==> src/rtl/core/tpia_pkg.sv <==
// ----------------------------------------------------------------------------
// tpia_pkg
// shared types and codes for the two pool id allocator
// ----------------------------------------------------------------------------
package tpia_pkg;

    localparam int ID_W   = 16;
    localparam int CFG_IW = 2;

    typedef enum logic [1:0] {
        ACT_ALLOC   = 2'd0,
        ACT_RELEASE = 2'd1,
        ACT_DEVICE  = 2'd2
    } action_t;

    typedef enum logic [1:0] {
        ST_OK          = 2'd0,
        ST_POOL_FULL   = 2'd1,
        ST_OUT_OF_RANGE = 2'd2,
        ST_NOT_ALLOC   = 2'd3
    } status_t;

    typedef enum logic {
        POOL_COMMON  = 1'b0,
        POOL_SPECIAL = 1'b1
    } pool_t;

    typedef enum logic [CFG_IW-1:0] {
        REG_COMMON_BASE  = 2'd0,
        REG_SPECIAL_BASE = 2'd1,
        REG_DEVICE_START = 2'd2
    } reg_index_t;

    typedef struct packed {
        logic [1:0]      action;
        logic            pool;
        logic [ID_W-1:0] release_id;
    } req_item_t;

    typedef struct packed {
        logic [1:0]      status;
        logic [ID_W-1:0] given_id;
    } rsp_item_t;

endpackage

==> src/rtl/core/two_pool_id_allocator_top.sv <==
// ----------------------------------------------------------------------------
// two_pool_id_allocator_top
// lowest-free-slot id allocator over two bitmap pools plus a device counter
// ----------------------------------------------------------------------------
// A request beat is captured into an input register; on the next cycle the
// free bitmaps are searched, the range check is done and the device number
// is formed in one short pass, and the response lands in the output
// register, so a response passes the input and then the output register.
// One request is taken every cycle while responses are drained: the bitmaps
// and the counter update at the same edge that loads the response, so the
// following request already sees them. A stalled response holds the pipe;
// the request side keeps taking one beat into the input register meanwhile.
// Configuration writes (common_base, special_base, device_start) are always
// ready and take effect at once; indexes beyond the list are dropped.
// After reset every slot of both pools is free and the counter is zero.
module two_pool_id_allocator_top
    import tpia_pkg::*;
#(
    parameter int COMMON_SLOTS  = 32,
    parameter int SPECIAL_SLOTS = 32
) (
    input  logic              clk,
    input  logic              rst_n,
    // request channel
    input  logic              req_valid,
    output logic              req_ready,
    input  req_item_t         req_data,
    // response channel
    output logic              rsp_valid,
    input  logic              rsp_ready,
    output rsp_item_t         rsp_data,
    // configuration write channel
    input  logic              cfg_valid,
    output logic              cfg_ready,
    input  logic [CFG_IW-1:0] cfg_index,
    input  logic [ID_W-1:0]   cfg_data
);

    // slot index widths, at least one bit
    localparam int C_IDX_W = (COMMON_SLOTS  > 1) ? $clog2(COMMON_SLOTS)  : 1;
    localparam int S_IDX_W = (SPECIAL_SLOTS > 1) ? $clog2(SPECIAL_SLOTS) : 1;

    // configuration registers
    logic [ID_W-1:0] common_base_reg;
    logic [ID_W-1:0] special_base_reg;
    logic [ID_W-1:0] device_start_reg;

    // allocator state
    logic [COMMON_SLOTS-1:0]  common_map_reg,  common_map_next;
    logic [SPECIAL_SLOTS-1:0] special_map_reg, special_map_next;
    logic [ID_W-1:0]          device_count_reg, device_count_next;

    // input register
    logic      hold_valid_reg;
    req_item_t hold_data_reg;

    // output register
    logic      rsp_valid_reg;
    rsp_item_t rsp_data_reg;
    rsp_item_t rsp_next;

    logic advance;
    logic work;

    // pipe moves when the response slot is empty or being taken
    assign advance   = !rsp_valid_reg || rsp_ready;
    assign work      = hold_valid_reg && advance;
    assign req_ready = !hold_valid_reg || advance;
    assign cfg_ready = 1'b1;
    assign rsp_valid = rsp_valid_reg;
    assign rsp_data  = rsp_data_reg;

    // lowest free slot of each pool
    logic               c_found, s_found;
    logic [C_IDX_W-1:0] c_first;
    logic [S_IDX_W-1:0] s_first;

    always_comb
    begin
        c_found = |common_map_reg;
        c_first = '0;
        for (int i = COMMON_SLOTS - 1; i >= 0; i--)
        begin
            if (common_map_reg[i])
            begin
                c_first = C_IDX_W'(i);
            end
        end
    end

    always_comb
    begin
        s_found = |special_map_reg;
        s_first = '0;
        for (int i = SPECIAL_SLOTS - 1; i >= 0; i--)
        begin
            if (special_map_reg[i])
            begin
                s_first = S_IDX_W'(i);
            end
        end
    end

    // release range check in full precision: borrow means below the base
    logic [ID_W:0]      c_offset, s_offset;
    logic               c_out_range, s_out_range;
    logic [C_IDX_W-1:0] c_rel_idx;
    logic [S_IDX_W-1:0] s_rel_idx;

    assign c_offset    = {1'b0, hold_data_reg.release_id} - {1'b0, common_base_reg};
    assign s_offset    = {1'b0, hold_data_reg.release_id} - {1'b0, special_base_reg};
    assign c_out_range = c_offset[ID_W] || (c_offset[ID_W-1:0] >= ID_W'(COMMON_SLOTS));
    assign s_out_range = s_offset[ID_W] || (s_offset[ID_W-1:0] >= ID_W'(SPECIAL_SLOTS));
    assign c_rel_idx   = c_offset[C_IDX_W-1:0];
    assign s_rel_idx   = s_offset[S_IDX_W-1:0];

    // one pass over the held request
    always_comb
    begin
        common_map_next   = common_map_reg;
        special_map_next  = special_map_reg;
        device_count_next = device_count_reg;
        rsp_next.status   = ST_OK;
        rsp_next.given_id = '0;

        unique case (action_t'(hold_data_reg.action))
            ACT_ALLOC:
            begin
                if (hold_data_reg.pool == POOL_SPECIAL)
                begin
                    if (!s_found)
                    begin
                        rsp_next.status = ST_POOL_FULL;
                    end
                    else
                    begin
                        special_map_next[s_first] = 1'b0;
                        rsp_next.given_id = special_base_reg + ID_W'(s_first);
                    end
                end
                else
                begin
                    if (!c_found)
                    begin
                        rsp_next.status = ST_POOL_FULL;
                    end
                    else
                    begin
                        common_map_next[c_first] = 1'b0;
                        rsp_next.given_id = common_base_reg + ID_W'(c_first);
                    end
                end
            end
            ACT_RELEASE:
            begin
                if (hold_data_reg.pool == POOL_SPECIAL)
                begin
                    if (s_out_range)
                    begin
                        rsp_next.status = ST_OUT_OF_RANGE;
                    end
                    else if (special_map_reg[s_rel_idx])
                    begin
                        rsp_next.status = ST_NOT_ALLOC;
                    end
                    else
                    begin
                        special_map_next[s_rel_idx] = 1'b1;
                    end
                end
                else
                begin
                    if (c_out_range)
                    begin
                        rsp_next.status = ST_OUT_OF_RANGE;
                    end
                    else if (common_map_reg[c_rel_idx])
                    begin
                        rsp_next.status = ST_NOT_ALLOC;
                    end
                    else
                    begin
                        common_map_next[c_rel_idx] = 1'b1;
                    end
                end
            end
            ACT_DEVICE:
            begin
                rsp_next.given_id = device_start_reg + device_count_reg;
                device_count_next = device_count_reg + ID_W'(1);
            end
            default:
            begin
                // unused action code
                rsp_next.status = ST_OUT_OF_RANGE;
            end
        endcase
    end

    // configuration registers
    always_ff @(posedge clk or negedge rst_n)
    begin
        if (!rst_n)
        begin
            common_base_reg  <= ID_W'(1);
            special_base_reg <= ID_W'(33);
            device_start_reg <= '0;
        end
        else if (cfg_valid)
        begin
            unique case (cfg_index)
                REG_COMMON_BASE:  common_base_reg  <= cfg_data;
                REG_SPECIAL_BASE: special_base_reg <= cfg_data;
                REG_DEVICE_START: device_start_reg <= cfg_data;
                default:          ;
            endcase
        end
    end

    // allocator state and pipe control
    always_ff @(posedge clk or negedge rst_n)
    begin
        if (!rst_n)
        begin
            common_map_reg   <= '1;
            special_map_reg  <= '1;
            device_count_reg <= '0;
            hold_valid_reg   <= 1'b0;
            rsp_valid_reg    <= 1'b0;
        end
        else
        begin
            if (work)
            begin
                common_map_reg   <= common_map_next;
                special_map_reg  <= special_map_next;
                device_count_reg <= device_count_next;
            end
            if (req_ready)
            begin
                hold_valid_reg <= req_valid;
            end
            if (advance)
            begin
                rsp_valid_reg <= hold_valid_reg;
            end
        end
    end

    // payload registers
    always_ff @(posedge clk)
    begin
        if (req_ready && req_valid)
        begin
            hold_data_reg <= req_data;
        end
        if (work)
        begin
            rsp_data_reg <= rsp_next;
        end
    end

endmodule

==> config.mk <==
export PLATFORM = sky130hd
export DESIGN_NAME = two_pool_id_allocator_top
export DESIGN_NICKNAME = d
export VERILOG_FILES = /design/src/rtl/core/tpia_pkg.sv /design/src/rtl/core/two_pool_id_allocator_top.sv
export SDC_FILE = /design/constraint.sdc
export NUM_CORES = 1
export LEC_CHECK = 0
export BUFFER_PORTS_ARGS = -buffer_cell sky130_fd_sc_hd__buf_2
export CAP_MARGIN = 20
export CORE_MARGIN = 1.5
export CORE_UTILIZATION = 50
export CTS_CLUSTER_SIZE = 20
export DETAILED_ROUTE_END_ITERATION = 10
export GPL_ROUTABILITY_DRIVEN = 1
export GPL_TIMING_DRIVEN = 1
export MAX_ROUTING_LAYER = met4
export PLACE_DENSITY_LB_ADDON = 0.25
export RECOVER_POWER = 100
export SYNTH_ARGS = -nofsm -noshare
export SYNTH_HDL_FRONTEND = slang
export SYNTH_SLANG_ARGS = --single-unit
==> constraint.sdc <==
create_clock -name clk -period 3.65 [get_ports clk]
set_input_delay 0.5475 -clock clk [delete_from_list [all_inputs] [get_ports clk]]
set_output_delay 0.5475 -clock clk [all_outputs]
set_load 0.005 [all_outputs]
=== Word-level counts from Yosys, hierarchy flattened ===
Cells that the tools add are included.

* Output and inout port bits: 21
* Flip-flop bits (word level): 167
* Logic and storage cells: 172

* Add/subtract/negate cells: 6
* Multiplexer cells: 100
* Equality and inequality tests: 14
* Bitwise operators: 6
* Reductions and logical operators: 23
* $lt $le $gt $ge: 10

{| class="wikitable"
|+ Operators by type and width
! operator !! number
|-
| $mux 32 || 10
|-
| $mux 5 || 64
|-
| $pmux 32 s2 || 2
|-
| $and 32x32->32 || 2
|-
| $not 32->32 || 2
|-
| $or 32x32->32 || 2
|-
| $reduce_or 32->1 || 2
|-
| $sub 16x16->17 || 2
|-
| $add 16x5->16 || 2
|-
| $ge 16x6->1 const B || 2
|-
| $mux 16 || 2
|-
| $pmux 16 s2 || 1
|-
| $lt 5x6->1 const B || 4
|-
| $demux 1 s5 || 4
|-
| $ge 5x1->1 const B || 4
|-
| $ne 2x2->1 const B || 10
|-
| $mux 18 || 1
|-
| $add 16x1->16 const B || 1
|-
| $add 16x16->16 || 1
|-
| $reduce_and 7->1 || 2
|-
| $bmux 1 s5 || 2
|-
| $mux 2 || 5
|-
| $mux 1 || 8
|-
| $reduce_and 2->1 || 4
|-
| other kinds (8) || 20
|}

=== Longest topological paths before layout ===
* Depth in word-level cells: 41
* Mapped depth: 19
* Depth with buffers taken out: 19

=== Worst setup path before layout ===
No wires, ideal clock.

* Path type: register -> register
* From: register common_map_reg[13]
* To: register rsp_data_reg, in the netlist rsp_data[14] (data pin)
* Cell stages (with the launch flop): 20
* Data required time: 3.381 ns
* Clock period less this slack: 3.819 ns
* Arrival time: 3.550 ns
* Buffers on the path: 1
* Path slack: -0.169 ns
* Cells stage by stage: dfstp_2 nor2b_1 o21a_1 o21ai_0 nand3_1 o211ai_1 o21a_1 clkbuf_1 ha_1 inv_1 fa_1 inv_1 a21oi_1 o21bai_1 a21o_1 nand2_1 nor4_1 xnor2_1 a221oi_1 o21ai_0

{| class="wikitable"
|+ RTL lines
! item !! line !! text
|-
| from (decl) || two_pool_id_allocator_top.sv:49 || <nowiki>logic [COMMON_SLOTS-1:0] common_map_reg, common_map_next;</nowiki>
|-
| from (signal assigned) || two_pool_id_allocator_top.sv:235 || <nowiki>common_map_reg <= common_map_next;</nowiki>
|-
| to (signal assigned) || two_pool_id_allocator_top.sv:259 || <nowiki>rsp_data_reg <= rsp_next;</nowiki>
|-
| to (decl) || two_pool_id_allocator_top.sv:59 || <nowiki>rsp_item_t rsp_data_reg;</nowiki>
|}

==> results.sh <==
export IMPL_core_rowCount=56
export IMPL_cap_violations=2
export IMPL_maxSlewViolCount=73
export IMPL_final_nets=1597
export IMPL_synth_seq_cells=167
export IMPL_ant_nets=0
export IMPL_max_freq_mhz=265.8
export IMPL_min_from="req_data[15]"
export IMPL_synth_avg_cell_area_um2=9.290
export IMPL_finClkSkew_ns=0.02115
export IMPL_pwr_share_clk_pct=29.8
export IMPL_start_kind="register"
export IMPL_area_growth_pct=27.68
export IMPL_finalSetupViolCount=5
export IMPL_utilization_pct=64.51
export IMPL_syn_cell_area_um2=11790
export IMPL_drtIter0Drc=985
export IMPL_ir_worst_vdd_v=0.0003288
export IMPL_dr_pass1_iters=6
export IMPL_synthMostInstantiatedCell="nor2_1"
export IMPL_leakagePower_nw=6.219
export IMPL_power_internal_w=0.004114
export IMPL_clockBufferDepth=2
export IMPL_p_per_area_nw_per_um2=440.9
export IMPL_drt_total_wl_um=37120
export IMPL_synth_warning_count=0
export IMPL_syn_nets=1374
export IMPL_hold_viol_final=0
export IMPL_setup_slack_ns=-0.1123
export IMPL_worst_slew_pin_slew_ns=2.833
export IMPL_cts_tree="done"
export IMPL_crit_start="special_map_reg[30]$_DFFE_PN1P_"
export IMPL_hp_class="input port to register"
export IMPL_port_buffers=61
export IMPL_synth_top_area_share_pct=14.93
export IMPL_rr_worst_depth=17
export IMPL_synthFlopType="dfstp_2"
export IMPL_grt_max_degree=53
export IMPL_place_gp_congestion=0.9422
export IMPL_post_drt_via_cell_ratio=6.127
export IMPL_start_util_pct=50.53
export IMPL_seqPwrFrac_pct=33.4
export IMPL_drc=0
export IMPL_cp_required_ns=3.86
export IMPL_fin_crit_ns=3.762
export IMPL_cp_endpoint="rsp_data[10]$_DFFE_PP_"
export IMPL_diodes=0
export IMPL_design_die_area_um2=24510
export IMPL_worstPathMaxFanout=5
export IMPL_grt_usage_pct=31.45
export IMPL_drive_gt1_share_pct=32.62
export IMPL_fin_crit_sh_pct=103.1
export IMPL_status="finished, violations left"
export IMPL_cts_buffers=17
export IMPL_htree_levels=4
export IMPL_fill_cells=1863
export IMPL_syn_inst=1269
export IMPL_num_io_pins=63
export IMPL_seq_area_um2=4448
export IMPL_comb_power_share_pct=36.8
export IMPL_overflow=0
export IMPL_yosysTopAreaCell="dfstp_2"
export IMPL_die_width_um=156.6
export IMPL_multi_input_area_um2=7526
export IMPL_power_switching_w=0.002523
export IMPL_violations="max-capacitance violations, max-slew violations, negative setup slack"
export IMPL_sw_frac_of_total_pct=38.02
export IMPL_wl_per_cell_um=20.35
export IMPL_die_y_um=156.6
export IMPL_core_um2=23330
export IMPL_numClockSinks=167
export IMPL_clk_pin_slew_ns=0.09
export IMPL_relSlewSlack_pct=-88.86
export IMPL_hpwl_um=27000
export IMPL_ctsRootBufferMaster="clkbuf_16"
export IMPL_yosys_top_cells_count="nor2_1 (142), o21ai_0 (104), nand2_1 (92)"
export IMPL_via_count=11180
export IMPL_grt_pass1_wl_um=57410
export IMPL_arrival_ns=3.97
export IMPL_seq_area_frac_synth_pct=37.73
export IMPL_rsz0062_at_grt="true"
export IMPL_total_power_w=0.006637
export IMPL_grt_pass1_vias=10910
export IMPL_synth_area_leaders="dfstp_2 (15%), dfrtp_1 (13%), edfxtp_1 (9.4%)"
export IMPL_worstReg2RegStart="special_map_reg[30]$_DFFE_PN1P_"
export IMPL_clk_latency_ns=0.46
export IMPL_crit_type="register to register"
export IMPL_rrSetupSlack_ns=-0.11
export IMPL_ys_types=87
export IMPL_synth_edff_count=37
export IMPL_async_flop_share_pct=77.84
export IMPL_end_kind="register"
export IMPL_antenna_found_initial=0
export IMPL_cts_hold_buf=0
export IMPL_reg2reg_to="rsp_data[10]$_DFFE_PP_"
-- power groups by stage --
stage | clock network [W] | logic, W | registers (W)
after global placement | 0 | 0.00219 | 0.00224
after floorplan | 0 | 0.00149 | 0.00221
after detailed placement | 0 | 0.00223 | 0.00225
after CTS | 0.00199 | 0.00230 | 0.00221
final | 0.00197 | 0.00244 | 0.00222
after global routing | 0.00206 | 0.00265 | 0.00224
-- worst max-delay path, stage by stage, from the launching register on --
cell      delay [ns]
dfstp_1         0.64
nor2_1          0.09
o31ai_2         0.25
a211oi_2        0.14
o311ai_2        0.34
a32oi_2         0.23
buf_4           0.18
fa_2            0.35
inv_1           0.06
a21oi_1         0.07
o21bai_2        0.16
a21o_1          0.17
nand2_4         0.09
buf_4           0.14
nor3b_2         0.18
xnor2_1         0.12
a22oi_1         0.20
a21oi_2         0.10
-- worst min-delay path by stage --
| stage | end | cells past startpoint | slack (ns) |
|---|---|---|---|
| 5_1_grt | hold_data_reg[12]$_DFFE_PP_ | 1 | 0.26 |
| 2_1_floorplan | common_base_reg[10]$_DFFE_PN0P_ | 0 | 0.25 |
| 3_3_place_gp | rsp_valid$_DFFE_PN0P_ | 1 | 0.46 |
| 3_5_place_dp | rsp_valid$_DFFE_PN0P_ | 1 | 0.49 |
| 6_report | hold_data_reg[15]$_DFFE_PP_ | 1 | 0.27 |
| 4_1_cts | device_count_reg[2]$_DFFE_PN0P_ | 1 | 0.16 |
-- kinds of logic after synthesis --
family	after synthesis	share of synthesized area [%]
simple gates	418	17.61
buf+inv	121	4.383
fa+ha+maj	63	7.005
compound gates	379	21.38
other cells	1	0.03181
mux	60	7.408
xor+xnor	60	4.458
flops	167	37.73
-- area by class of cell --
| cell class | count | share of cell area, % |
|---|---|---|
| timing repair buffer | 235 | 11.23 |
| clock buffer | 17 | 2.826 |
| tap | 319 | 2.652 |
| multi-input combinational | 981 | 50.00 |
| inverter | 90 | 2.244 |
| sequential | 167 | 29.55 |
| clock inverter | 15 | 1.496 |
-- metal layers --
metal / part of all wire (%) / global-route usage (%) / wire (um) / up-vias
met4: 4.1 / 14.78 / 1525 / 0
met2: 49 / 50.86 / 18170 / 461
met3: 6.4 / 5.566 / 2362 / 129
li1: - / - / - / 5177
met5: 0 / - / 0 / -
met1: 41 / 38.34 / 15060 / 5408
-- cell usage in the layout (no fill, tap or decap), types with 20 or more instances in the layout --
cell type and count:
nand3_1 26, xnor2_1 48, nor3_1 23, buf_2 50, o21ai_0 89, dfrtp_1 63, nor4_1 20, mux2_2 34
nand2_1 90, inv_1 84, a21oi_1 62, nor2_1 139, dfstp_2 66, ha_1 53, edfxtp_1 37, o22ai_1 21
buf_4 156, nand2b_1 20
-- metrics by stage --
step	instances	hold WS (ns)	cell area, um2	TNS, ns	setup slack, ns
after detailed placement	1757	0.4884	13420	-8.421	-0.3709
after CTS	1813	0.1560	14570	-0.3048	-0.1089
final	1824	0.2693	15050	-0.3533	-0.1123
after global routing	1824	0.2558	15050	-3.759	-0.3368
after global placement	1757	0.4644	13420	-5.540	-0.2232
after floorplan	1269	0.2519	11800	0	0.004948
-- what timing repair did --
action | in CTS | in global routing
cloned | 0 | 0
endpoints found under the setup margin | 75 | 77
setup buffers | 25 | 13
resized for setup | 70 | 89
pin swaps | 33 | 62
Power figures use the tool's default switching activity.
